$ cat src/hdl/pseudo_inverse_2x2_defines.svh
// assertion macros used by the pseudo-inverse rtl
`ifndef PSEUDO_INVERSE_2X2_DEFINES_SVH
`define PSEUDO_INVERSE_2X2_DEFINES_SVH

// condition in a cycle implies a check in the same cycle
`define PI_ASSERT_IMPL(lbl, ante, cons) \
lbl: assert property (@(posedge clk) disable iff (!arst_n) (ante) |-> (cons)) \
	else $error("pseudo_inverse_2x2 check failed");

// condition in a cycle implies a check in the next cycle
`define PI_ASSERT_NEXT(lbl, ante, cons) \
lbl: assert property (@(posedge clk) disable iff (!arst_n) (ante) |=> (cons)) \
	else $error("pseudo_inverse_2x2 check failed");

`endif

$ cat src/hdl/pinv_pkg.sv
// types, constants and the arctangent table of the pseudo-inverse pipeline
`default_nettype none

package pinv_pkg;

	localparam int CORDIC_STAGES_DEF = 16;
	localparam int XW = 36;
	localparam int ZW = 36;
	localparam int MAGW = 34;
	localparam int SW = 35;
	localparam int DMW = 34;
	localparam int DRW = 35;
	localparam int DQW = 41;
	localparam int IW = 42;
	localparam int TW = 22;
	localparam int VW = 44;
	localparam int SH = 20;
	localparam int RECIP_SHIFT = 43;
	localparam int DIV_STEPS = DQW;
	localparam int DIV_REM0 = 2 ** (RECIP_SHIFT - DQW);
	localparam int CLAMP_MAG = 2 ** (RECIP_SHIFT - (DQW - 1));

	localparam logic [15:0] EPS_RESET = 16'd410;
	localparam logic signed [ZW-1:0] ANG_PI = 36'sd3373259426;
	localparam logic signed [ZW-1:0] ANG_HALF_PI = 36'sd1686629713;
	localparam logic signed [XW-1:0] GAIN_INV = 36'sd652032874;
	localparam logic signed [IW-1:0] RECIP_LIM = 42'sh100_0000_0000;
	localparam logic signed [31:0] OUT_MAX = 32'sh7FFF_FFFF;
	localparam logic signed [31:0] OUT_MIN = 32'sh8000_0000;

	typedef struct packed {
		logic signed [15:0] a_r0c0;
		logic signed [15:0] a_r0c1;
		logic signed [15:0] a_r1c0;
		logic signed [15:0] a_r1c1;
	} mat_t;

	typedef struct packed {
		logic signed [31:0] p_r0c0;
		logic signed [31:0] p_r0c1;
		logic signed [31:0] p_r1c0;
		logic signed [31:0] p_r1c1;
	} pinv_t;

	typedef struct packed {
		logic zero;
		logic signed [XW-1:0] x;
		logic signed [XW-1:0] y;
		logic signed [ZW-1:0] z;
	} vec_lane_t;

	typedef struct packed {
		logic valid;
		vec_lane_t eh;
		vec_lane_t fg;
	} vec_beat_t;

	typedef struct packed {
		logic neg;
		logic signed [XW-1:0] x;
		logic signed [XW-1:0] y;
		logic signed [ZW-1:0] z;
	} rot_lane_t;

	typedef struct packed {
		logic valid;
		rot_lane_t b;
		rot_lane_t t;
		logic signed [SW-1:0] s0;
		logic signed [SW-1:0] s1;
	} rot_beat_t;

	typedef struct packed {
		logic neg;
		logic zero;
		logic clamp;
		logic [DMW-1:0] m;
		logic [DRW-1:0] r;
		logic [DQW-1:0] q;
	} div_lane_t;

	typedef struct packed {
		logic valid;
		div_lane_t d0;
		div_lane_t d1;
		logic signed [TW-1:0] cb;
		logic signed [TW-1:0] sb;
		logic signed [TW-1:0] ct;
		logic signed [TW-1:0] st;
	} div_beat_t;

	// arctangent of 2^-idx in radians, q.30, truncated
	function automatic logic signed [ZW-1:0] atan_q30(input int idx);
		logic signed [ZW-1:0] r;
		unique case (idx)
			0: r = ZW'(32'h3243F6A8);
			1: r = ZW'(32'h1DAC6705);
			2: r = ZW'(32'h0FADBAFC);
			3: r = ZW'(32'h07F56EA6);
			4: r = ZW'(32'h03FEAB76);
			5: r = ZW'(32'h01FFD55B);
			6: r = ZW'(32'h00FFFAAA);
			7: r = ZW'(32'h007FFF55);
			8: r = ZW'(32'h003FFFEA);
			9: r = ZW'(32'h001FFFFD);
			10: r = ZW'(32'h000FFFFF);
			11: r = ZW'(32'h0007FFFF);
			12: r = ZW'(32'h0003FFFF);
			13: r = ZW'(32'h0001FFFF);
			14: r = ZW'(32'h0000FFFF);
			15: r = ZW'(32'h00007FFF);
			16: r = ZW'(32'h00003FFF);
			17: r = ZW'(32'h00001FFF);
			18: r = ZW'(32'h00000FFF);
			19: r = ZW'(32'h000007FF);
			20: r = ZW'(32'h000003FF);
			21: r = ZW'(32'h000001FF);
			22: r = ZW'(32'h000000FF);
			23: r = ZW'(32'h0000007F);
			24: r = ZW'(32'h0000003F);
			25: r = ZW'(32'h0000001F);
			26: r = ZW'(32'h0000000F);
			27: r = ZW'(32'h00000008);
			28: r = ZW'(32'h00000004);
			29: r = ZW'(32'h00000002);
			30: r = ZW'(32'h00000001);
			default: r = '0;
		endcase
		return r;
	endfunction

endpackage

`default_nettype wire

$ cat src/hdl/pinv_vec_cell.sv
// one vectoring cordic stage for both half-sum vectors
`default_nettype none

module pinv_vec_cell import pinv_pkg::*; #(
	parameter int STAGE = 0
) (
	input wire logic clk,
	input wire logic arst_n,
	input wire logic en,
	input wire vec_beat_t d,
	output vec_beat_t nxt
);

	logic valid_q;
	vec_lane_t eh_q;
	vec_lane_t fg_q;

	function automatic vec_lane_t vstep(input vec_lane_t l);
		vec_lane_t o;
		logic signed [XW-1:0] dx;
		logic signed [XW-1:0] dy;
		dx = l.y >>> STAGE;
		dy = l.x >>> STAGE;
		o = l;
		if (l.y > 0) begin
			o.x = l.x + dx;
			o.y = l.y - dy;
			o.z = l.z + atan_q30(STAGE);
		end else begin
			o.x = l.x - dx;
			o.y = l.y + dy;
			o.z = l.z - atan_q30(STAGE);
		end
		return o;
	endfunction

	always_ff @(posedge clk or negedge arst_n) begin
		if (!arst_n) begin
			valid_q <= 1'b0;
		end else if (en) begin
			valid_q <= d.valid;
		end
	end

	always_ff @(posedge clk) begin
		if (en) begin
			eh_q <= vstep(d.eh);
			fg_q <= vstep(d.fg);
		end
	end

	assign nxt = '{valid: valid_q, eh: eh_q, fg: fg_q};

endmodule

`default_nettype wire

$ cat config.mk
export PLATFORM = sky130hd
export DESIGN_NAME = pinv_vec_cell
export DESIGN_NICKNAME = d
export VERILOG_FILES = /design/src/hdl/pseudo_inverse_2x2_defines.svh /design/src/hdl/pinv_pkg.sv /design/src/hdl/pinv_vec_cell.sv
export SDC_FILE = /design/constraint.sdc
export NUM_CORES = 1
export LEC_CHECK = 0
export BUFFER_PORTS_ARGS = -buffer_cell sky130_fd_sc_hd__buf_2
export CAP_MARGIN = 20
export CORE_ASPECT_RATIO = 2
export CORE_MARGIN = 1
export CORE_UTILIZATION = 40
export DETAILED_ROUTE_END_ITERATION = 10
export GPL_TIMING_DRIVEN = 0
export PLACE_DENSITY = 0.61
export SYNTH_ARGS = -nofsm -noshare
export SYNTH_HDL_FRONTEND = slang
export SYNTH_SLANG_ARGS = --single-unit
$ cat constraint.sdc
create_clock -name clk -period 1.9 [get_ports clk]
set_input_delay 0.095 -clock clk [delete_from_list [all_inputs] [get_ports clk]]
set_output_delay 0.095 -clock clk [all_outputs]
set_load 0.005 [all_outputs]
# After elaboration in Yosys (flattened, before gate mapping)
# Index checks and enable logic that the tools add are counted.
[totals]
regBits = 219
rom_bits = 0
out_inout_bits = 219
ramBits = 0
latchBits = 0
mem_count = 0
[op_classes]
addsub = 10
shift = 0
n_mux = 2
n_reduce_logical = 0
mul = 0
n_lt_le_gt_ge = 2
eq_ne = 0
div_mod_pow = 0
bitwise_logic = 0
[ops]
columns = ["cell", "n"]
rows = [
  ["108-bit two-way mux", 2],
  ["36-bit subtractor", 4],
  ["36-bit by 31-bit adder with 36-bit output, second input constant", 2],
  ["36-bit adder", 2],
  ["36-bit by 1-bit greater-than comparator with 1-bit output, second input constant", 2],
  ["36-bit by 31-bit subtractor with 36-bit output, second input constant", 2],
]

# Longest topological paths before layout
# Gate-level depths: netlist of run 1.
[logic_depth]
word_depth = 2
depth_mapped = 19
depth_no_buf = 15

# Worst setup path after synthesis of run 1
# Ideal clock, no wire load.
[synth_path]
path_type = "in2reg"
startpoint = "in d[43] in the netlist's numbering"
endpoint = "reg fg_q (netlist bit nxt[34]) (data pin)"
cell_stages = 17
n_path_buf = 3
path_slack_ps = -2239
setup_time_ps = 271
arrival_time_ps = 3868
path_cell_list = "nor4_1 > nand4_1 > nor2_1 > a41o_1 > buf_2 > clkbuf_1 > buf_1 > ha_1 > a21o_1 > o21a_1 > a311oi_1 > o22ai_1 > a211oi_1 > o21ai_0 > a41oi_1 > mux2i_1 > o2111ai_1"
[synth_between]
elab_chain_cells = 2
[synth_lines]
columns = ["element", "line", "rtl"]
rows = [
  ["from (decl)", "pinv_vec_cell.sv:10", "input wire vec_beat_t d,"],
  ["36-bit by 1-bit greater-than comparator with 1-bit output", "pinv_vec_cell.sv:25", "if (l.y > 0) begin"],
  ["108-bit two-way mux", "pinv_vec_cell.sv:25", ""],
  ["to (signal assigned)", "pinv_vec_cell.sv:48", "fg_q <= vstep(d.fg);"],
  ["to (decl)", "pinv_vec_cell.sv:16", "vec_lane_t fg_q;"],
]
# Every way passes these cells.
# A chain may end at the register's enable or synchronous reset.

# Worst setup path in the final report of run 1
[layout_path]
startpoint = "in d[175] in the netlist's numbering"
endpoint = "reg eh_q (netlist bit nxt[134]) (data pin)"
[layout_between]
elab_chain_cells = 2
[layout_lines]
columns = ["element", "line", "rtl"]
rows = [
  ["36-bit by 1-bit greater-than comparator with 1-bit output", "pinv_vec_cell.sv:25", ""],
  ["108-bit two-way mux", "pinv_vec_cell.sv:25", ""],
  ["to (signal assigned)", "pinv_vec_cell.sv:47", "eh_q <= vstep(d.eh);"],
  ["to (decl)", "pinv_vec_cell.sv:15", "vec_lane_t eh_q;"],
]
# Every way passes these cells.

==> results.py, run 1 <==
metrics = {
    "global_route": {
        "grt_util_met2": 0.686,
        "use_met3": 0.0674,
        "grt_overflow": 0,
        "grt_usage": 0.369,
        "grt_util_met1": 0.319,
        "grt_pass1_wl_mm": 154,
        "antenna_found_initial": 15,
        "grt_pass1_vias": 24700,
        "grt_max_degree": 84,
        "grt_busiest_layer": "met2",
    },
    "yosys": {
        "synth_area_leaders": "edfxtp_1 (29%), ha_1 (15%), a21oi_1 (6.6%), xnor2_1 (6.1%), inv_1 (3.9%)",
        "yosysWarnings": 0,
        "postSynthCellCount": 2602,
        "ys_seq_elements": 217,
        "yosysTopAreaCell": "edfxtp_1",
        "synth_edf_count": 216,
        "ys_seq_area_frac": 0.289,
        "netlist.area_leader.share": 0.288,
        "syn_nets": 3106,
        "synth_most_common_cell": "a21oi_1",
        "ys_async_sr_fraction": 0.00461,
        "synth_commonest_cells": "a21oi_1 (295), ha_1 (274), inv_1 (235), edfxtp_1 (216), nor2_1 (179)",
        "ys_types": 102,
        "syn_area_mm2": 0.0225,
        "syn_area_per_cell_um2": 8.65,
        "ys.flop_type": "edfxtp_1",
    },
    "cts": {
        "clk_pin_slew_ps": 70,
        "cts_tree": "yes",
        "clock_path_buffers": 3,
        "insertion_delay_ps": 600,
        "cts_root_buffer": "clkbuf_16",
        "hold_buffers": 19,
        "cts_sinks": 217,
        "h-tree-depth": 1,
        "cts_inserted_buffers": 24,
    },
    "routing": {
        "firstDrtPassIters": 6,
        "route.vias.total": 24200,
        "post_drt_wl_per_cell_um": 26.8,
        "drt-initial-drc-count": 1596,
        "via_per_inst": 5.94,
        "routed_wl_mm": 109,
        "drc": 0,
        "antenna_left": 0,
    },
    "die": {
        "initial_core_util": 0.406,
        "core_area_mm2": 0.0554,
        "die_area_mm2": 0.0573,
        "die_y_um": 338,
        "num_io_pins": 441,
        "num_rows": 122,
        "fp.dieW_um": 170,
    },
    "layout": {
        "regArea_mm2": 0.00651,
        "areaGrowthSynthToFinish_pct": 49.3,
        "multi_input_area_mm2": 0.0185,
        "fin_area_mm2": 0.0336,
        "layout.nets": 3808,
        "final_layout_size_suffix_gt1_frac": 0.415,
        "n_fill_cell": 4830,
    },
    "power": {
        "powerDensity_mw_per_mm2": 666,
        "vdd_drop_max_uv": 593,
        "p_leak_nw": 14.2,
    },
    "worst_setup_path": {
        "worstPathRequired_ps": 2250,
        "critPathArrivalTime_ps": 4010,
        "end_kind": "flip-flop",
        "startpoint": "d[175]",
        "reg2reg_from": "valid_q",
        "start_kind": "input pin",
        "critPathMaxFanout": 7,
        "critical_path_class": "input pin to flip-flop",
    },
    "timing": {
        "drv_slew": 0,
        "tightest_slew_ps": 1090,
        "max_freq_ghz": 0.273,
        "fin_skew_ps": 0,
        "holdWs_ps": -19.2,
        "finalSetupViolCount": 194,
        "rsz0062_at_grt": "yes",
        "fin_crit_ps": 3670,
        "hold_viol_final": 4,
        "setup_ws_ps": -1770,
        "fin_crit_sh": 1.93,
        "tns_ps": -106810,
        "slew_headroom": 0.271,
    },
    "run": {
        "cap_violations": 0,
    },
    "place": {
        "gp_congestion": 0.984,
        "post_dp_cell_area_mm2": 0.0273,
        "post-dp-hpwl_mm": 82.9,
        "port_buffers": 440,
    },
    "min_path": {
        "hold_class": "input pin to flip-flop",
        "hold_start": "d[114]",
    },
    "outcome": {
        "violations": "hold timing, setup timing",
        "outcome": "complete, but fails checks",
    },
}
-- layer usage --
layer	up-vias	share of wire
li1	10900	-
met1	11500	0.30
met2	1249	0.52
met3	560	0.062
met4	12	0.12
met5	-	0.00069
-- report_power, final --
| part | internal (mW) | leakage [nW] | switching, mW | total, mW |
|---|---|---|---|---|
| logic | 4.59 | 11.7 | 6.05 | 10.6 |
| registers | 6.35 | 2.13 | 0.258 | 6.60 |
| clock network | 2.78 | 0.390 | 2.38 | 5.16 |
-- cells by family (layout without fill, tap and decap cells) --
family                   Yosys count  count (layout)  synth area share
multiplexers                      35              35            0.0157
adder cells (fa/ha/maj)          282             282             0.159
XOR/XNOR                         193             193            0.0751
other                              0              11                 0
buffers and inverters            348            1068            0.0623
AO/OA/AOI/OAI                    903             903             0.261
flip-flops                       217             217             0.289
AND/OR/NAND/NOR                  624             624             0.137
-- worst paths after layout --
kind	end	cells past startpoint	slack [ps]
min	nxt[114]	3	-20
max	nxt[134]	20	-1770
max reg2reg	valid_q	1	1160
min in group asynchronous	valid_q	3	340
max in group asynchronous	valid_q	3	1460
min reg2reg	valid_q	1	520
-- final cells by class --
| type | count | area share |
|---|---|---|
| inverters | 239 | 0.0298 |
| plain buffers | 100 | 0.0295 |
| clock inverters | 19 | 0.00647 |
| diodes | 11 | 0.000819 |
| well taps | 744 | 0.0277 |
| clock buffers | 25 | 0.0180 |
| repair buffers | 685 | 0.143 |
| flip-flops and latches | 217 | 0.194 |
| multi-input cells | 2037 | 0.551 |
-- placed cells by master (no fill, tap or decap), drive strengths merged, types with 32 or more instances in the layout --
| cell | Yosys | final |
|---|---|---|
| o21ai | 191 | 191 |
| xnor2 | 156 | 156 |
| buf | 58 | 718 |
| nand3 | 43 | 43 |
| ha | 274 | 274 |
| inv | 236 | 235 |
| clkbuf | 51 | 70 |
| nor4 | 32 | 32 |
| mux2i | 33 | 33 |
| edfxtp | 216 | 216 |
| nor3 | 45 | 45 |
| xor2 | 37 | 37 |
| a21oi | 298 | 298 |
| a21o | 86 | 86 |
| nor2 | 179 | 179 |
| nand4 | 51 | 51 |
| o21bai | 72 | 72 |
| a211oi | 32 | 32 |
| nand2 | 136 | 136 |
-- sequential cells by signal, summed over array words and instances (netlist names) --
name	flops
valid_q	1
nxt	216
-- worst max-delay path: stages --
cell	delay (ps)
buf_8	100
nor4_4	400
nand4_1	290
nor2_2	240
a41o_4	270
inv_4	40
buf_8	110
clkbuf_16	140
clkbuf_16	190
buf_16	180
ha_4	260
a21o_1	150
a31oi_1	170
o21bai_1	90
a211o_1	350
buf_4	160
a21o_1	190
a21o_1	200
a21oi_2	230
xnor2_2	120
-- metrics by stage --
stage / setup slack, ps / power (mW) / util / hold WS (ps) / std cells
4_1_cts: -1700 / 21.5 / 0.575 / -44.9 / 3983
6_report: -1770 / 22.4 / 0.607 / -19.2 / 4077
5_1_grt: -1820 / 23.2 / 0.607 / -7.49 / 4070
2_1_floorplan: -1380 / 11.6 / - / -201 / 2602
3_3_place_gp: -2990 / 14.8 / 0.492 / -129 / 3786
3_5_place_dp: -3020 / 14.9 / 0.493 / -128 / 3789
-- what timing repair did --
| action | in CTS | in global routing |
|---|---|---|
| setup buffers | 136 | 96 |
| resized for setup | 515 | 265 |
| pin swaps | 203 | 218 |
| gates cloned | 4 | 1 |
| endpoints found under the setup margin | 201 | 197 |
| endpoints found under the hold margin | 42 | 1 |
Note: power is estimated with default switching activity, not from simulation.
==> run 2, diff against run 1 <==
--- a/config.mk
+++ b/config.mk
@@ -11,7 +11,6 @@
 export CORE_MARGIN = 1
 export CORE_UTILIZATION = 40
 export DETAILED_ROUTE_END_ITERATION = 10
-export GPL_TIMING_DRIVEN = 0
 export PLACE_DENSITY = 0.61
 export SYNTH_ARGS = -nofsm -noshare
 export SYNTH_HDL_FRONTEND = slang
==> results.py, run 2 (synthesis gave the netlist of run 1 again) <==
metrics = {
    "outcome": {
        "outcome": "complete, but fails checks",
        "violations": "setup timing",
    },
    "layout": {
        "layout.nets": 4612,
        "layout_common_cells": "buf_4 (978), buf_2 (415), edfxtp_1 (216)",
        "n_fill_cell": 4235,
        "largest_reg_flops": 216,
        "final_common_cell": "buf_4",
        "regArea_mm2": 0.00651,
        "fin_util": 0.724,
        "final_layout_size_suffix_gt1_frac": 0.541,
        "layoutNonFillerInstCount": 4879,
        "areaGrowthSynthToFinish_pct": 78.1,
        "multi_input_area_mm2": 0.0188,
        "fin_area_mm2": 0.0401,
    },
    "worst_setup_path": {
        "critPathArrivalTime_ps": 3460,
        "path_cells": "buf_8 -> nor4_4 -> buf_4 -> nand4_1 -> buf_6 -> nor2_4 -> a41o_4 -> clkinv_8 -> fa_2 -> nand3b_1 -> a21boi_2 -> o2111ai_2 -> a21oi_1 -> a211o_1 -> buf_4 -> a21o_1 -> a21o_1 -> a21oi_2 -> xnor2_1",
        "worstPathRequired_ps": 2230,
        "start_kind": "input pin",
        "cpMaxStageDelayCell": "fa_2",
        "critical_path_class": "input pin to flip-flop",
        "end_kind": "flip-flop",
        "reg2reg_depth": 1,
        "cp_slowest_stage_delay_ps": 360,
        "critPathMaxFanout": 5,
    },
    "cts": {
        "cts_inserted_buffers": 23,
        "clock_path_buffers": 3,
        "cts_root_buffer": "clkbuf_16",
        "clk_pin_slew_ps": 70,
        "cts_tree": "yes",
        "insertion_delay_ps": 570,
        "cts_sinks": 217,
        "h-tree-depth": 1,
    },
    "timing": {
        "setup_ws_ps": -1230,
        "fin_skew_ps": 0,
        "fin_crit_ps": 3130,
        "tightest_slew_ps": 683,
        "drv_slew": 0,
        "fin_crit_sh": 1.65,
        "slew_headroom": 0.540,
        "finalSetupViolCount": 195,
        "hold_viol_final": 0,
        "rsz0062_at_grt": "yes",
        "tns_ps": -93540,
        "max_freq_ghz": 0.320,
    },
    "power": {
        "switching_power_mw": 9.04,
        "comb_power_share": 0.525,
        "p_leak_nw": 18.2,
        "clockPowerShare": 0.204,
        "netSwitchingFraction": 0.370,
        "powerDensity_mw_per_mm2": 609,
        "p_int_mw": 15.4,
        "vdd_drop_max_uv": 756,
        "seqPwrFrac": 0.271,
    },
    "routing": {
        "firstDrtPassIters": 6,
        "wl_met1_mm": 34.8,
        "antenna_left": 0,
        "route.vias.total": 27500,
        "topRoutingLayerUsed": "met5",
        "met2WireLength_mm": 59.6,
        "drt-initial-drc-count": 1612,
        "via_per_inst": 5.65,
        "routed_wl_mm": 115,
        "post_drt_wl_per_cell_um": 23.7,
        "drc": 0,
        "met3_length_mm": 6.65,
    },
    "die": {
        "die_area_mm2": 0.0573,
        "initial_core_util": 0.406,
        "num_io_pins": 441,
        "core_area_mm2": 0.0554,
        "fp.dieW_um": 170,
        "num_rows": 122,
        "die_y_um": 338,
    },
    "global_route": {
        "grt_pass1_vias": 28800,
        "grt_pass1_wl_mm": 164,
        "antenna_found_initial": 16,
        "grt_max_degree": 62,
        "grt_overflow": 0,
        "grt_usage": 0.382,
    },
    "run": {
        "cap_violations": 0,
    },
    "place": {
        "dp_cells": 4651,
        "port_buffers": 440,
        "gp_congestion": 1.04,
        "post-dp-hpwl_mm": 88.3,
        "post_dp_cell_area_mm2": 0.0339,
    },
    "min_path": {
        "hold_class": "input pin to flip-flop",
        "whs_path_depth": 3,
    },
}
## run 2: cell types whose count changed in the layout (fill, tap and decap cells not counted), moves of 9 or more
cell      change
buf_2         -9
o21ai_2      +15
clkbuf_4     -12
o21ai_1      +10
buf_6        +50
o21ai_0      -20
clkbuf_8      -9
a21oi_1       -9
buf_4       +810
## run 2: cell type report
cell class	count	share of cell area
clock inverter	17	0.00499
inverter	239	0.0252
antenna	10	0.000624
clock buffer	25	0.0145
multi-input combinational	2037	0.470
sequential	217	0.162
tap	744	0.0232
timing repair buffer	1588	0.299
timing repair inverter	2	0.000686
## run 2: metrics by stage
stage	hold WS (ps)	worst slack (ps)	power [mW]
floorplan	-201	-1380	11.6
global placement	-129	-1980	16.9
detailed placement	-126	-2160	17.1
CTS	6.18	-1150	23.4
global route	27.9	-1290	25.4
finish	35.1	-1230	24.4
## run 2: routing by layer
| layer | vias up | GRT usage |
|---|---|---|
| met5 | - | 0 |
| met4 | 12 | 0.385 |
| met3 | 653 | 0.0670 |
| met2 | 1307 | 0.721 |
| met1 | 13100 | 0.326 |
| li1 | 12500 | - |
## run 2: critical path, delay by kind of cell
kind,cells,cell delay [ps]
AND/OR/NAND/NOR,4,790
buffers and inverters,5,700
XOR/XNOR,1,130
adder cells (fa/ha/maj),1,360
AO/OA/AOI/OAI,8,1370
## run 2: power by group through the flow
stage	clock, mW	combinational [mW]	sequential, mW
4_1_cts	5.06	11.7	6.61
6_report	5.00	12.8	6.62
5_1_grt	5.19	13.5	6.68
2_1_floorplan	0	4.80	6.75
3_5_place_dp	0	10.4	6.70
3_3_place_gp	0	10.2	6.69
## run 2: what timing repair did
action	4_1_cts	5_1_grt
pin swaps	237	250
endpoints found under the setup margin	203	199
hold buffers	19	0
hold endpoints to repair	57	0
cloned	5	5
setup buffers	97	81
resized for setup	515	283
## run 2: path summary, 6_finish.rpt
kind / from / to / slack [ps]
worst max-delay path: d[175] / nxt[134] / -1230
worst min-delay path: d[123] / nxt[123] / 40
worst max register to register: valid_q / valid_q / 1160
worst min register to register: valid_q / valid_q / 510
max in group asynchronous: arst_n / valid_q / 1410
min in group asynchronous: arst_n / valid_q / 390
