==> src/hdl/pseudo_inverse_2x2_defines.svh <==
// assertion macros used by the pseudo-inverse rtl
`ifndef PSEUDO_INVERSE_2X2_DEFINES_SVH
`define PSEUDO_INVERSE_2X2_DEFINES_SVH

// condition in a cycle implies a check in the same cycle
`define PI_ASSERT_IMPL(lbl, ante, cons) \
lbl: assert property (@(posedge clk) disable iff (!arst_n) (ante) |-> (cons)) \
	else $error("pseudo_inverse_2x2 check failed");

// condition in a cycle implies a check in the next cycle
`define PI_ASSERT_NEXT(lbl, ante, cons) \
lbl: assert property (@(posedge clk) disable iff (!arst_n) (ante) |=> (cons)) \
	else $error("pseudo_inverse_2x2 check failed");

`endif

==> src/hdl/pinv_pkg.sv <==
// types, constants and the arctangent table of the pseudo-inverse pipeline
`default_nettype none

package pinv_pkg;

	localparam int CORDIC_STAGES_DEF = 16;
	localparam int XW = 36;
	localparam int ZW = 36;
	localparam int MAGW = 34;
	localparam int SW = 35;
	localparam int DMW = 34;
	localparam int DRW = 35;
	localparam int DQW = 41;
	localparam int IW = 42;
	localparam int TW = 22;
	localparam int VW = 44;
	localparam int SH = 20;
	localparam int RECIP_SHIFT = 43;
	localparam int DIV_STEPS = DQW;
	localparam int DIV_REM0 = 2 ** (RECIP_SHIFT - DQW);
	localparam int CLAMP_MAG = 2 ** (RECIP_SHIFT - (DQW - 1));

	localparam logic [15:0] EPS_RESET = 16'd410;
	localparam logic signed [ZW-1:0] ANG_PI = 36'sd3373259426;
	localparam logic signed [ZW-1:0] ANG_HALF_PI = 36'sd1686629713;
	localparam logic signed [XW-1:0] GAIN_INV = 36'sd652032874;
	localparam logic signed [IW-1:0] RECIP_LIM = 42'sh100_0000_0000;
	localparam logic signed [31:0] OUT_MAX = 32'sh7FFF_FFFF;
	localparam logic signed [31:0] OUT_MIN = 32'sh8000_0000;

	typedef struct packed {
		logic signed [15:0] a_r0c0;
		logic signed [15:0] a_r0c1;
		logic signed [15:0] a_r1c0;
		logic signed [15:0] a_r1c1;
	} mat_t;

	typedef struct packed {
		logic signed [31:0] p_r0c0;
		logic signed [31:0] p_r0c1;
		logic signed [31:0] p_r1c0;
		logic signed [31:0] p_r1c1;
	} pinv_t;

	typedef struct packed {
		logic zero;
		logic signed [XW-1:0] x;
		logic signed [XW-1:0] y;
		logic signed [ZW-1:0] z;
	} vec_lane_t;

	typedef struct packed {
		logic valid;
		vec_lane_t eh;
		vec_lane_t fg;
	} vec_beat_t;

	typedef struct packed {
		logic neg;
		logic signed [XW-1:0] x;
		logic signed [XW-1:0] y;
		logic signed [ZW-1:0] z;
	} rot_lane_t;

	typedef struct packed {
		logic valid;
		rot_lane_t b;
		rot_lane_t t;
		logic signed [SW-1:0] s0;
		logic signed [SW-1:0] s1;
	} rot_beat_t;

	typedef struct packed {
		logic neg;
		logic zero;
		logic clamp;
		logic [DMW-1:0] m;
		logic [DRW-1:0] r;
		logic [DQW-1:0] q;
	} div_lane_t;

	typedef struct packed {
		logic valid;
		div_lane_t d0;
		div_lane_t d1;
		logic signed [TW-1:0] cb;
		logic signed [TW-1:0] sb;
		logic signed [TW-1:0] ct;
		logic signed [TW-1:0] st;
	} div_beat_t;

	// arctangent of 2^-idx in radians, q.30, truncated
	function automatic logic signed [ZW-1:0] atan_q30(input int idx);
		logic signed [ZW-1:0] r;
		unique case (idx)
			0: r = ZW'(32'h3243F6A8);
			1: r = ZW'(32'h1DAC6705);
			2: r = ZW'(32'h0FADBAFC);
			3: r = ZW'(32'h07F56EA6);
			4: r = ZW'(32'h03FEAB76);
			5: r = ZW'(32'h01FFD55B);
			6: r = ZW'(32'h00FFFAAA);
			7: r = ZW'(32'h007FFF55);
			8: r = ZW'(32'h003FFFEA);
			9: r = ZW'(32'h001FFFFD);
			10: r = ZW'(32'h000FFFFF);
			11: r = ZW'(32'h0007FFFF);
			12: r = ZW'(32'h0003FFFF);
			13: r = ZW'(32'h0001FFFF);
			14: r = ZW'(32'h0000FFFF);
			15: r = ZW'(32'h00007FFF);
			16: r = ZW'(32'h00003FFF);
			17: r = ZW'(32'h00001FFF);
			18: r = ZW'(32'h00000FFF);
			19: r = ZW'(32'h000007FF);
			20: r = ZW'(32'h000003FF);
			21: r = ZW'(32'h000001FF);
			22: r = ZW'(32'h000000FF);
			23: r = ZW'(32'h0000007F);
			24: r = ZW'(32'h0000003F);
			25: r = ZW'(32'h0000001F);
			26: r = ZW'(32'h0000000F);
			27: r = ZW'(32'h00000008);
			28: r = ZW'(32'h00000004);
			29: r = ZW'(32'h00000002);
			30: r = ZW'(32'h00000001);
			default: r = '0;
		endcase
		return r;
	endfunction

endpackage

`default_nettype wire

==> src/hdl/pinv_div_cell.sv <==
// one restoring division step of both reciprocals, one quotient bit each
`default_nettype none

module pinv_div_cell import pinv_pkg::*; #(
	parameter int STAGE = 0
) (
	input wire logic clk,
	input wire logic arst_n,
	input wire logic en,
	input wire div_beat_t d,
	output div_beat_t nxt
);

	localparam int QBIT = DQW - 1 - STAGE;

	logic valid_q;
	div_lane_t d0_q;
	div_lane_t d1_q;
	logic signed [TW-1:0] cb_q;
	logic signed [TW-1:0] sb_q;
	logic signed [TW-1:0] ct_q;
	logic signed [TW-1:0] st_q;

	// dividend bits below the top are all zero
	function automatic div_lane_t dstep(input div_lane_t l);
		div_lane_t o;
		logic [DRW-1:0] r2;
		o = l;
		r2 = {l.r[DRW-2:0], 1'b0};
		if (r2 >= {1'b0, l.m}) begin
			r2 = r2 - {1'b0, l.m};
			o.q[QBIT] = 1'b1;
		end
		o.r = r2;
		return o;
	endfunction

	always_ff @(posedge clk or negedge arst_n) begin
		if (!arst_n) begin
			valid_q <= 1'b0;
		end else if (en) begin
			valid_q <= d.valid;
		end
	end

	always_ff @(posedge clk) begin
		if (en) begin
			d0_q <= dstep(d.d0);
			d1_q <= dstep(d.d1);
			cb_q <= d.cb;
			sb_q <= d.sb;
			ct_q <= d.ct;
			st_q <= d.st;
		end
	end

	assign nxt = '{valid: valid_q, d0: d0_q, d1: d1_q, cb: cb_q, sb: sb_q, ct: ct_q, st: st_q};

endmodule

`default_nettype wire

==> config.mk <==
export PLATFORM = sky130hd
export DESIGN_NAME = pinv_div_cell
export DESIGN_NICKNAME = d
export VERILOG_FILES = /design/src/hdl/pseudo_inverse_2x2_defines.svh /design/src/hdl/pinv_pkg.sv /design/src/hdl/pinv_div_cell.sv
export SDC_FILE = /design/constraint.sdc
export NUM_CORES = 1
export LEC_CHECK = 0
export ABC_AREA = 1
export CORE_AREA = 5 5 245 247
export CTS_CLUSTER_DIAMETER = 200
export DETAILED_ROUTE_END_ITERATION = 7
export DIE_AREA = 0 0 250 252
export DONT_BUFFER_PORTS = 1
export SETUP_SLACK_MARGIN = 0.05
export SYNTH_ARGS = -nofsm -noshare
export SYNTH_HDL_FRONTEND = slang
export SYNTH_SLANG_ARGS = --single-unit
==> constraint.sdc <==
create_clock -name clk -period 1.2 [get_ports clk]
set_input_delay 0.3 -clock clk [delete_from_list [all_inputs] [get_ports clk]]
set_output_delay 0.3 -clock clk [all_outputs]
set_load 0.005 [all_outputs]
Word-level counts from Yosys, hierarchy flattened
Cells that the tools add are included.

word-level totals
  bits in registers = 315
  bits of input ports = 318
  output and inout bits = 315
  logic and storage cells = 27

cells by class
  add/subtract/negate cells = 2
  order comparisons = 2
  muxes and demuxes = 2

operators by type and width
  cell                                              number
  35-bit by 34-bit >= comparator with 1-bit output  2
  35-bit 2-to-1 mux                                 2
  35-bit by 34-bit subtractor with 35-bit output    2

Longest topological paths before layout
Gate-level depths: netlist (run 1).

  word-level depth = 2
  mapped depth = 16
  depth with buffers taken out = 15

Worst setup path after synthesis (run 1)
No wires, ideal clock.

  path kind = input to register
  from = input d[177] (netlist bit)
  to = register d1_q (netlist bit nxt[160]), data pin
  setup time = 253 ps
  arrival time = 1664 ps
  data required time = 947 ps
  setup slack = -717 ps
  cell stages on the path = 14
  path buffers = 1
  cells stage by stage = inv_1 > ha_1 > nand2_1 > nor2_1 > nand2_1 > nor2_1 > nand2_1 > nand3_2 > nand3_2 > nand2_4 > inv_4 > buf_6 > nand2_1 > nand2_1

between the ends
  word-level cells in the longest chain between the ends = 2
  elaborated cells between the ends (all ways) = 3
  classes of those cells = add/sub (1); order compare (1); mux (1)

ends and longest elaborated chain
  item                                                                                                                line                                      RTL
  start: declaration                                                                                                  pinv_div_cell.sv:10                       input wire div_beat_t d,
  35-bit by 34-bit subtractor with 35-bit output or 35-bit by 34-bit >= comparator with 1-bit output (tied branches)  pinv_div_cell.sv:31, pinv_div_cell.sv:30
  35-bit 2-to-1 mux *                                                                                                 pinv_div_cell.sv:30                       if (r2 >= {1'b0, l.m}) begin
  end signal: assignment                                                                                              pinv_div_cell.sv:49                       d1_q <= dstep(d.d1);
  end: declaration                                                                                                    pinv_div_cell.sv:18                       div_lane_t d1_q;

Mark *: on every way between the ends. The rest lies on a longest branch, timed or not.
A chain may end at the register's enable or synchronous reset.

Worst setup path after layout (run 1)
  from = input d[302] (netlist bit)
  to = register d0_q (netlist bit nxt[254]), data pin

between the ends
  word-level cells in the longest chain between the ends = 2

ends and longest elaborated chain
  item                                              line                 RTL
  35-bit by 34-bit >= comparator with 1-bit output  pinv_div_cell.sv:30
  35-bit 2-to-1 mux                                 pinv_div_cell.sv:30
  end signal: assignment                            pinv_div_cell.sv:48  d0_q <= dstep(d.d0);
  end: declaration                                  pinv_div_cell.sv:17  div_lane_t d0_q;

Every way passes these cells.

==> metrics, run 1 <==
worst setup margin -0.471 ns; Synth Net Count 2,015; Worst Reg-to-Reg Cells 1; # Max-Cap Violations 0; combinational family with the most area after synthesis simple AND/OR/NAND/NOR gates; Layout area overhead 59.3%; worst skew pair latency 0.55 ns; CTS tree built; hold path start en; Levels on crit path 14; WHS -0.110 ns; Final setup viols approximately 390; RSZ-0062 raised after global routing yes; status complete, but fails checks; mux contribution to synthesized area less than 1%; synthesized area around 16,000 µm²; XOR/XNOR share of the synthesized area under 10%; reg2reg end valid_q; vias in the first global route approximately 14,000; # nets final between 2,000 and 3,000; layout cells sized above 1 approximately 30%; via count roughly 14,000; Startpoint Class input port; overall power around 0.032 W; Root Driver clkbuf_16; leakage 10.8 nW; vias per cell between 4 and 5; Hold Path Class input port to register; hpwl dp roughly 45,000 µm; Synth Area in Adders under 10%; simple-gate share of the synthesized area between 20 and 25%; Synth top cells by count nand2_1 (607), edfxtp_1 (314), inv_1 (255); post-synthesis sequential element count 315; PortBufs 0; Top Family by Delay on Critical Path simple AND/OR/NAND/NOR gates; Core Util, Final a little over two fifths; CTS Hold Buffers Added 314; H-tree depth 2; failing checks negative hold slack, negative setup slack; Final GP Congestion 0.912; Slew headroom roughly 52%; core box area ~57,000 µm²; Fin Clk Skew 0 ns; Syn. warnings 0; Hold Path Depth 0; total global-route track usage around a fifth; cells along the critical path clkinvlp_4 -> ha_4 -> nand2_4 -> nor2_4 -> nand2_2 -> nor2_4 -> nand3_2 -> nand3_2 -> nor2_4 -> nand2_8 -> buf_16 -> clkinv_8 -> nand2_4 -> nand2_2; initial antenna violation count 2; CP dominant cell by count nor2_4; dominant cell type by area after synthesis edfxtp_1; DR DRC count 0; die width approximately 250 µm; post-synthesis cell count around 1,600; Post-synth top flop edfxtp_1; multi-input logic area around 7000 µm²; Worst-Margin Slew between 0.7 and 0.8 ns; R2R setup slack around 0.33 ns; fin crit share 139%; Worst path max stage delay between 0.3 and 0.4 ns; sequential cell area ~9500 µm²; Final Max Tran Viols 0; pin count of the biggest net entering global routing around 320; worst r2r src valid_q; top cell type's share of synthesized area 60.0%; Synth cell types 36; maximum clock rate ~600 MHz; Hold Path End nxt[186]; Fill cells approximately 5,300; Worst Path Buf+Inv 3; total gr overflow 0; TNS Setup -46.16 ns; row cnt just under 90; asr flop ratio synth less than 1%; drt total wl about 63,000 µm; CP endpoint kind register; Die H 252 µm; Initial Utilization between 20% and 30%; post-synthesis sequential area ratio 60.1%; Post-Place Cells between 2,000 and 3,000; slowest CP cell ha_4; Max FO, Critical Path 7; Crit path arrival time slightly below 2 ns; Compound-Gate Fraction of Synth Area around 2.8%; Die ar. approximately 63,000 µm²; total CTS buffers 37; WS Path Type input port to register; # IOs about 630; antenna viol nets, final 0; Area contributors post-synth edfxtp_1 (60%), nand2_1 (14%), inv_1 (6.1%); Clock transition at path regs around 0.06 ns; Final min period 1.67 ns; Max clock buf depth 3; DRT Pass-1 Iters 5; worst endpoint required time about 1.5 ns; WL/cell 21.0 µm; Final Hold Fails 54; Iteration-0 DRC Markers between 700 and 800; Max VDD drop ~0.92 mV; cell with the most instances after synthesis nand2_1; Layout Cells excl Fill around 3,000; Synth Area per Inst about 9.7 µm²; Pwr Density between 1000 and 1500 nW/µm²; CTS sink cnt 315; number of synthesized flops with an enable pin approximately 310; first-pass GRT wire length about 90,000 µm
==> logic make-up after synthesis <==
group	after synthesis
AO/OA/AOI/OAI	79
buffers and inverters	272
AND/OR/NAND/NOR	854
adder cells (fa/ha/maj)	70
XOR/XNOR	36
flip-flops	315
multiplexers	1
==> routing by layer <==
layer  up-vias  GRT usage (%)  part of all wire (%)
met4         2           7.78                   4.4
li1       6489              -                     -
met2       608           33.1                    49
met3       129           5.66                   8.1
met1      6469           21.4                    38
met5         -          0.827                  0.11
==> area by class of cell <==
cell class | count | share of cell area [%]
flip-flops and latches | 315 | 37.8
multi-input cells | 1041 | 27.9
repair buffers | 569 | 20.9
inverters | 258 | 4.28
clock buffers | 43 | 3.87
well taps | 765 | 3.82
clock inverters | 21 | 0.785
repair inverters | 10 | 0.610
diodes | 2 | 0.0200
==> layout by cell type (no fill, tap or decap), drive strengths merged <==
cell type	synthesis	routed
nand2	609	610
edfxtp	314	314
dlygate4sd3	0	314
inv	258	269
buf	14	253
nor2	126	126
nand3	75	75
ha	68	68
a21oi	53	53
clkbuf	0	45
xor2	34	34
nand3b	20	20
nor3	13	13
clkinv	0	13
o21ai	11	11
nand4	8	8
o21bai	6	6
clkinvlp	0	5
a21o	4	4
o21a	4	4
diode	0	2
xnor2	2	2
or2	2	2
fa	2	2
bufinv	0	2
a211oi	1	1
and3	1	1
mux2	1	1
dfrtp	1	1
==> what timing repair did <==
| action | 4_1_cts | 5_1_grt |
|---|---|---|
| gates resized for setup | 131 | 150 |
| setup endpoints to repair | 387 | 387 |
| cloned | 12 | 2 |
| setup buffers | 14 | 28 |
| endpoints found under the hold margin | 627 | 145 |
| pin swaps | 29 | 66 |
==> registers in the layout, indices dropped and copies added, names as in the netlist <==
name	flops
cb_q	22
ct_q	22
nxt	226
sb_q	22
st_q	22
valid_q	1
==> stage by stage <==
step	setup WS (ns)	hold slack [ns]	instance area [µm²]
floorplan	-0.619	0.00441	16900
global placement	-1.01	0.00444	19300
detailed placement	-1.02	0.00446	19300
CTS	-0.368	-0.147	24400
global route	-0.478	-0.134	25000
finish	-0.471	-0.110	25000
==> worst max path at each step <==
stage | to | slack [ns] | start
after global routing | nxt[145] | -0.48 | d[190]
final | nxt[254] | -0.47 | d[302]
after global placement | nxt[128] | -1.01 | d[192]
after detailed placement | nxt[275] | -1.02 | d[302]
after CTS | nxt[241] | -0.37 | nxt[241]
after floorplan | nxt[160] | -0.62 | d[191]
==> where the power goes <==
part	switching [W]	internal (W)	total, W
Sequential	0.000807	0.0134	0.0142
Clock	0.00461	0.00629	0.0109
Combinational	0.00339	0.00338	0.00678
Total	0.00881	0.0231	0.0319
(Power assumes the default switching activity.)
==> inputs of run 2 (changes only) <==
--- a/config.mk
+++ b/config.mk
@@ -5,12 +5,13 @@
 export SDC_FILE = /design/constraint.sdc
 export NUM_CORES = 1
 export LEC_CHECK = 0
-export ABC_AREA = 1
-export CORE_AREA = 5 5 245 247
+export ABC_AREA = 0
+export CORE_AREA = 5 5 243 245
 export CTS_CLUSTER_DIAMETER = 200
 export DETAILED_ROUTE_END_ITERATION = 7
-export DIE_AREA = 0 0 250 252
+export DIE_AREA = 0 0 248 250
 export DONT_BUFFER_PORTS = 1
+export RECOVER_POWER = 100
 export SETUP_SLACK_MARGIN = 0.05
 export SYNTH_ARGS = -nofsm -noshare
 export SYNTH_HDL_FRONTEND = slang
==> constraint.sdc (replaced) <==
create_clock -name clk -period 2.17 [get_ports clk]
set_input_delay 0.5425 -clock clk [delete_from_list [all_inputs] [get_ports clk]]
set_output_delay 0.5425 -clock clk [all_outputs]
set_load 0.005 [all_outputs]
==> run 2 against run 1 <==
The run ends with negative setup slack left. Clock power is 49% lower. Worst setup slack better by 0.13 ns. Cell count is 27% lower. Global-route usage is 3.5 points lower. Non-clock buffer count is 274 lower.
==> metrics, run 2 <==
synthesized area 14,600 µm² (-7.0%); worst skew pair latency 0.55 ns (about the same); row cnt 88 (unchanged); maximum clock rate ~400 MHz; layout cells sized above 1 41.3% (+11 points); Post-Place Cells 2,071 (-20%); CTS sink cnt 315 (unchanged); fin crit share 116%; asr flop ratio synth 0.317% (unchanged); slowest CP cell or2_1; Syn. warnings 0 (unchanged); Hold Path Class input port to register; Worst path max stage delay 0.30 ns (-0.03 ns); Int Power 0.0121 W (-47%); Fill cells 5,412 (+2.3%); cell with the most instances after synthesis edfxtp_1; dominant cell type by area after synthesis edfxtp_1; vias per cell 4.72 (+4.2%); multi-input logic area 6010 µm² (-14%); WHS 0.0855 ns (+0.195 ns); hold path start d[166]; Layout area overhead 39.8%; # Max-Cap Violations 0 (unchanged); Top Family by Delay on Critical Path compound AO/OA/AOI/OAI gates; Final min period roughly 2.5 ns; most frequent cells in the layout edfxtp_1 (314), buf_4 (267), inv_1 (70); Die H 250 µm (-0.79%); antenna viol nets, final 0 (unchanged); first-pass GRT wire length 71,300 µm (-21%); Die ar. 62,000 µm² (-1.6%); drt total wl 51,700 µm (-18%); Comb pwr share 18.3% (-2.9 points); Hold Path End nxt[166]; post-synthesis sequential element count 315 (unchanged); Max clock buf depth 3 (unchanged); number of synthesized flops with an enable pin 314 (unchanged); Final Max Tran Viols 0 (unchanged); Crit path arrival time 2.81 ns (+0.84 ns); # nets final 1,786 (-32%); Hold Path Depth 0 (unchanged); sequential cell area 9450 µm² (about the same); Area contributors post-synth edfxtp_1 (65%), ha_1 (5.8%), a21oi_1 (2.9%); core box area 56,900 µm² (-0.77%); Worst-Margin Slew 0.856 ns (+0.136 ns); Root Driver clkbuf_16; reg2reg end valid_q; CP endpoint kind register; via count 10,357 (-24%); failing checks negative setup slack; Worst Reg-to-Reg Cells 1 (unchanged); Fin Clk Skew 0 ns (unchanged); R2R setup slack 1.38 ns (+1.05 ns); Max FO, Critical Path 6 (-1); Synth Area per Inst 13.3 µm² (+37%); cells along the critical path inv_2 -> ha_4 -> a21o_1 -> a31oi_2 -> or2_1 -> a221oi_4 -> nor3_2 -> o31a_1 -> o21a_4 -> clkbuf_16 -> mux2_4; Psw 0.00425 W (-52%); post-synthesis sequential area ratio 64.7% (+4.6 points); # IOs 633 (unchanged); Pwr Density 802 nW/µm² (-37%); initial antenna violation count 9 (+7); Clk pwr share 33.7% (-0.5 points); Slew headroom 42.9% (-9.1 points); die width 248 µm (-0.80%); most common cell after layout, fill and taps aside edfxtp_1; max reg flops 226 (unchanged); worst setup margin -0.339 ns (+0.132 ns); Final setup viols 71 (-82%); overall power 0.0164 W (-49%); top cell type's share of synthesized area 64.5% (+4.5 points); DRT Pass-1 Iters 5 (unchanged); Iteration-0 DRC Markers 535 (-29%); Seq pwr share 48.0% (+3.4 points); RSZ-0062 raised after global routing yes; Initial Utilization 25.7% (-1.7 points); Synth cell types 67 (+86%); H-tree depth 2 (unchanged); vias in the first global route 10,530 (-25%); Max VDD drop 0.537 mV (-42%); Layout Cells excl Fill 2,194 (-27%); total global-route track usage 15.3% (-3.5 points); total CTS buffers 35 (-5.4%); hpwl dp 39,300 µm (-13%); WS Path Type input port to register; Clock transition at path regs 0.06 ns (about the same); DR DRC count 0 (unchanged); Levels on crit path 11 (-3); Final Hold Fails 0 (-100%); worst endpoint required time 2.47 ns (+0.97 ns); Synth Net Count 1,489 (-26%); Post-synth top flop edfxtp_1; leakage 7.80 nW (-28%); post-synthesis cell count 1,101 (-32%); CTS tree built; total gr overflow 0 (unchanged); Sw Ratio 25.9% (-1.7 points); Synth top cells by count edfxtp_1 (314), inv_1 (91), a21oi_1 (86); status complete, but fails checks; worst r2r src valid_q; pin count of the biggest net entering global routing 316 (unchanged); Startpoint Class input port; Final GP Congestion 0.880 (-3.5%); PortBufs 0 (unchanged); Worst Path Buf+Inv 2 (-1); WL/cell 23.6 µm (+13%)
-- run 2: cell types whose count changed in the layout (fill, tap and decap cells not counted), sizes merged, moves of 34 or more --
cell         previous run  this run
a21oi                  53        87
buf                   253       289
dlygate4sd3           314         1
inv                   269        92
nand2                 610        71
nand3                  75        20
nor2                  126        64
o21ai                  11        50
-- run 2: how the worst max path moves through the flow --
stage,slack (ns),from,endpoint
floorplan,-0.90,d[179],nxt[135]
detailed placement,-1.23,d[172],nxt[160]
global placement,-1.18,d[172],nxt[160]
finish,-0.34,d[178],nxt[142]
global route,-0.40,d[178],nxt[150]
CTS,-0.30,d[182],nxt[160]
-- run 2: cells by family (layout without fill, tap and decap cells) --
family                     Yosys count  in the layout  synth area share, %
buffers and inverters              126            448                 3.58
other                                0              6                    0
DFF                                315            315                 64.7
muxes                               31             31                 2.95
xor gates and xnor gates            52             52                 3.12
AOI/OAI and AO/OA                  264            264                 11.7
adders and majority gates           70             70                 6.10
and+or+nand+nor                    243            243                 7.88
-- run 2: layout make-up --
cell class | instances | share of cell area (%)
sequential | 315 | 46.3
multi-input combinational | 660 | 29.4
timing repair buffer | 295 | 12.2
tap | 765 | 4.68
clock buffer | 41 | 4.40
inverter | 91 | 2.25
clock inverter | 21 | 0.741
antenna | 6 | 0.0735
-- run 2: per-layer routing --
metal	up-vias	routed length [µm]	GRT usage (%)
met5	-	13	0
met4	2	1690	5.41
met3	85	5140	6.02
met2	457	26000	26.7
met1	5091	18900	16.7
li1	4722	-	-
-- run 2: per-stage QoR --
step                setup TNS [ns]  setup WS, ns  utilization (%)  cell area [µm²]
floorplan                   -38.40        -0.897                -            15400
global placement            -58.64         -1.18             31.4            17900
detailed placement          -59.67         -1.23             31.4            17900
CTS                          -8.87        -0.303             35.1            20000
global route                -15.33        -0.398             35.9            20400
finish                      -12.35        -0.339             35.9            20400
-- run 2: what timing repair did --
item | CTS | global route
hold endpoints to repair | 1 | 0
gates resized for setup | 133 | 71
pin swaps | 71 | 36
gates cloned | 5 | 5
buffers inserted | 42 | 6
setup endpoints to repair | 71 | 71
hold buffers | 1 | 0
-- run 2: power by group through the flow --
| stage | Combinational, W | Sequential (W) | Clock [W] |
|---|---|---|---|
| floorplan | 0.00158 | 0.00776 | 0 |
| global placement | 0.00239 | 0.00800 | 0 |
| detailed placement | 0.00243 | 0.00800 | 0 |
| CTS | 0.00280 | 0.00788 | 0.00573 |
| global route | 0.00324 | 0.00791 | 0.00598 |
| finish | 0.00300 | 0.00786 | 0.00552 |
==> inputs of run 3 (changes only) <==
--- a/config.mk
+++ b/config.mk
@@ -11,6 +11,7 @@
 export DETAILED_ROUTE_END_ITERATION = 7
 export DIE_AREA = 0 0 248 250
 export DONT_BUFFER_PORTS = 1
+export HOLD_SLACK_MARGIN = 0.05
 export RECOVER_POWER = 100
 export SETUP_SLACK_MARGIN = 0.05
 export SYNTH_ARGS = -nofsm -noshare
==> constraint.sdc (replaced) <==
create_clock -name clk -period 2.7 [get_ports clk]
set_input_delay 0.675 -clock clk [delete_from_list [all_inputs] [get_ports clk]]
set_output_delay 0.675 -clock clk [all_outputs]
set_load 0.005 [all_outputs]
==> run 3 against run 2 <==
Sequential power is 19% lower. Critical path type unchanged. Hold slack better by 0.13 ns. Critical path depth is 1 lower. The run still ends with negative setup slack left. Global-route usage rose by 0.13 points. Final area down 6.7%. Largest cell class unchanged. Die area stayed put. Highest routed layer unchanged. Clock power is 9.1% lower. Power down 19%. First-iteration DRC count increased by 52%. Flip-flop and latch count unchanged. Critical endpoint is now nxt[131].
==> metrics, run 3 (synthesis gave the netlist of run 2 again) <==
status complete, but fails checks; failing checks negative setup slack; slowest CP cell or4_4; leakage 7.31 nW (-6.2%); WS Path Type input port to register; worst endpoint required time 2.98 ns (+0.51 ns); R2R setup slack 1.92 ns (+0.54 ns); CTS tree built; # Max-Cap Violations 0 (unchanged); RSZ-0062 raised after global routing yes; antenna viol nets, final 0 (unchanged); Pwr Density 699 nW/µm² (-13%); Final min period 2.75 ns; total global-route track usage 15.4% (+0.13 points); Final setup viols 24 (-66%); WL/cell 24.2 µm (+2.8%); Clock transition at path regs 0.06 ns (about the same); Slew headroom 36.4% (-6.5 points); Startpoint Class input port; DRT Pass-1 Iters 5 (unchanged); core box area 56,900 µm² (unchanged); # IOs 633 (unchanged); Initial Utilization 25.7% (unchanged); Worst Setup EP nxt[131]; worst r2r src valid_q; worst setup margin -0.0452 ns (+0.294 ns); CP endpoint kind register; pin count of the biggest net entering global routing 316 (unchanged); total gr overflow 0 (unchanged); launch point of the critical path d[177]; H-tree depth 2 (unchanged); die width 248 µm (unchanged); vias in the first global route 10,097 (-4.1%); maximum clock rate ~360 MHz; Worst Reg-to-Reg Cells 1 (unchanged); Root Driver clkbuf_16; Max VDD drop 0.451 mV (-16%); total CTS buffers 37 (+5.7%); first-pass GRT wire length 71,000 µm (-0.44%); vias per cell 4.70 (-0.35%); Hold Path Class input port to register; Iteration-0 DRC Markers 814 (+52%); CTS sink cnt 315 (unchanged); hpwl dp 40,700 µm (+3.6%); max reg flops 226 (unchanged); DR DRC count 0 (unchanged); most frequent cells in the layout edfxtp_1 (314), buf_4 (214), inv_1 (78); # nets final 1,719 (-3.8%); Fin Clk Skew 0 ns (unchanged); via count 10,015 (-3.3%); fin crit share 102%; Die H 250 µm (unchanged); Final GP Congestion 0.839 (-4.7%); layout cells sized above 1 29.9% (-11 points); TNS Setup -0.584 ns (+11.76 ns); initial antenna violation count 15 (+6); Post-DP Area 17,400 µm² (-2.7%); Design Area, Final 19,100 µm² (-6.7%); reg2reg end valid_q; Worst path max stage delay 0.48 ns (+0.18 ns); Final Max Tran Viols 0 (unchanged); Max clock buf depth 3 (unchanged); PortBufs 0 (unchanged); Core Util, Final 33.5% (-2.4 points); row cnt 88 (unchanged); Final Hold Fails 0 (unchanged); Crit path arrival time 3.03 ns (+0.22 ns); Worst-Margin Slew 0.953 ns (+0.0972 ns); drt total wl 51,600 µm (-0.24%); Die ar. 62,000 µm² (unchanged); Max FO, Critical Path 6 (unchanged); cells along the critical path inv_1 -> ha_4 -> nand4_1 -> or4_4 -> a21oi_4 -> nor3_2 -> o31a_1 -> o21a_4 -> clkbuf_16 -> mux2_4; most common cell after layout, fill and taps aside edfxtp_1; worst skew pair latency 0.53 ns (-0.02 ns); Layout area overhead 30.5%
-- run 3: how the worst min path moves through the flow --
stage,start,to,slack [ns],depth (start not counted)
3_3_place_gp,arst_n,valid_q,0.38,0
3_5_place_dp,arst_n,valid_q,0.38,0
2_1_floorplan,arst_n,valid_q,0.38,0
5_1_grt,d[171],nxt[171],0.16,0
6_report,d[24],ct_q[2],0.22,0
4_1_cts,d[171],nxt[171],0.16,0
-- run 3: per-stage QoR --
step                      power, W  std cells  hold WS, ns  worst slack [ns]
after global routing        0.0139       2127        0.164           -0.0107
final                       0.0133       2129        0.220           -0.0452
after global placement     0.00829       2049        0.379            -0.916
after detailed placement   0.00830       2049        0.379            -0.968
after floorplan            0.00742       1101        0.379            -0.499
after CTS                   0.0134       2117        0.160            0.0381
-- run 3: power breakdown --
| part | total (W) | switching [W] | internal, W | leakage [nW] |
|---|---|---|---|---|
| Combinational | 0.00198 | 0.000955 | 0.00102 | 3.65 |
| Sequential | 0.00634 | 0.000362 | 0.00598 | 3.09 |
| Clock | 0.00502 | 0.00208 | 0.00294 | 0.581 |
| Total | 0.0133 | 0.00340 | 0.00994 | 7.31 |
-- run 3: what timing repair did --
| action | CTS | global route |
|---|---|---|
| hold buffers | 1 | 0 |
| cloned | 0 | 3 |
| endpoints found under the hold margin | 1 | 0 |
| resized for setup | 19 | 56 |
| endpoints found under the setup margin | 33 | 62 |
| setup buffers | 0 | 4 |
| pin swaps | 3 | 11 |
-- run 3: final cells by class --
cell class              count  area [µm²]
well taps                 765         957
clock inverters            23         258
multi-input cells         660        5280
repair buffers            226        1770
flip-flops and latches    315        9450
clock buffers              44         952
inverters                  91         392
diodes                      5        12.5
fillers                  5610       37900
-- run 3: worst max-delay path, delay by kind of cell --
kind | cells | cell delay [ns]
AOI/OAI and AO/OA | 3 | 0.76
and+or+nand+nor | 3 | 0.75
adders and majority gates | 1 | 0.31
muxes | 1 | 0.29
buffers and inverters | 2 | 0.23
-- run 3: per-layer routing --
| metal | vias up | global-route usage (%) | wire [µm] |
|---|---|---|---|
| li1 | 4587 | - | - |
| met5 | - | 0 | 82 |
| met4 | 12 | 4.22 | 1300 |
| met1 | 4904 | 17.4 | 19300 |
| met2 | 427 | 25.9 | 25100 |
| met3 | 85 | 7.50 | 5870 |
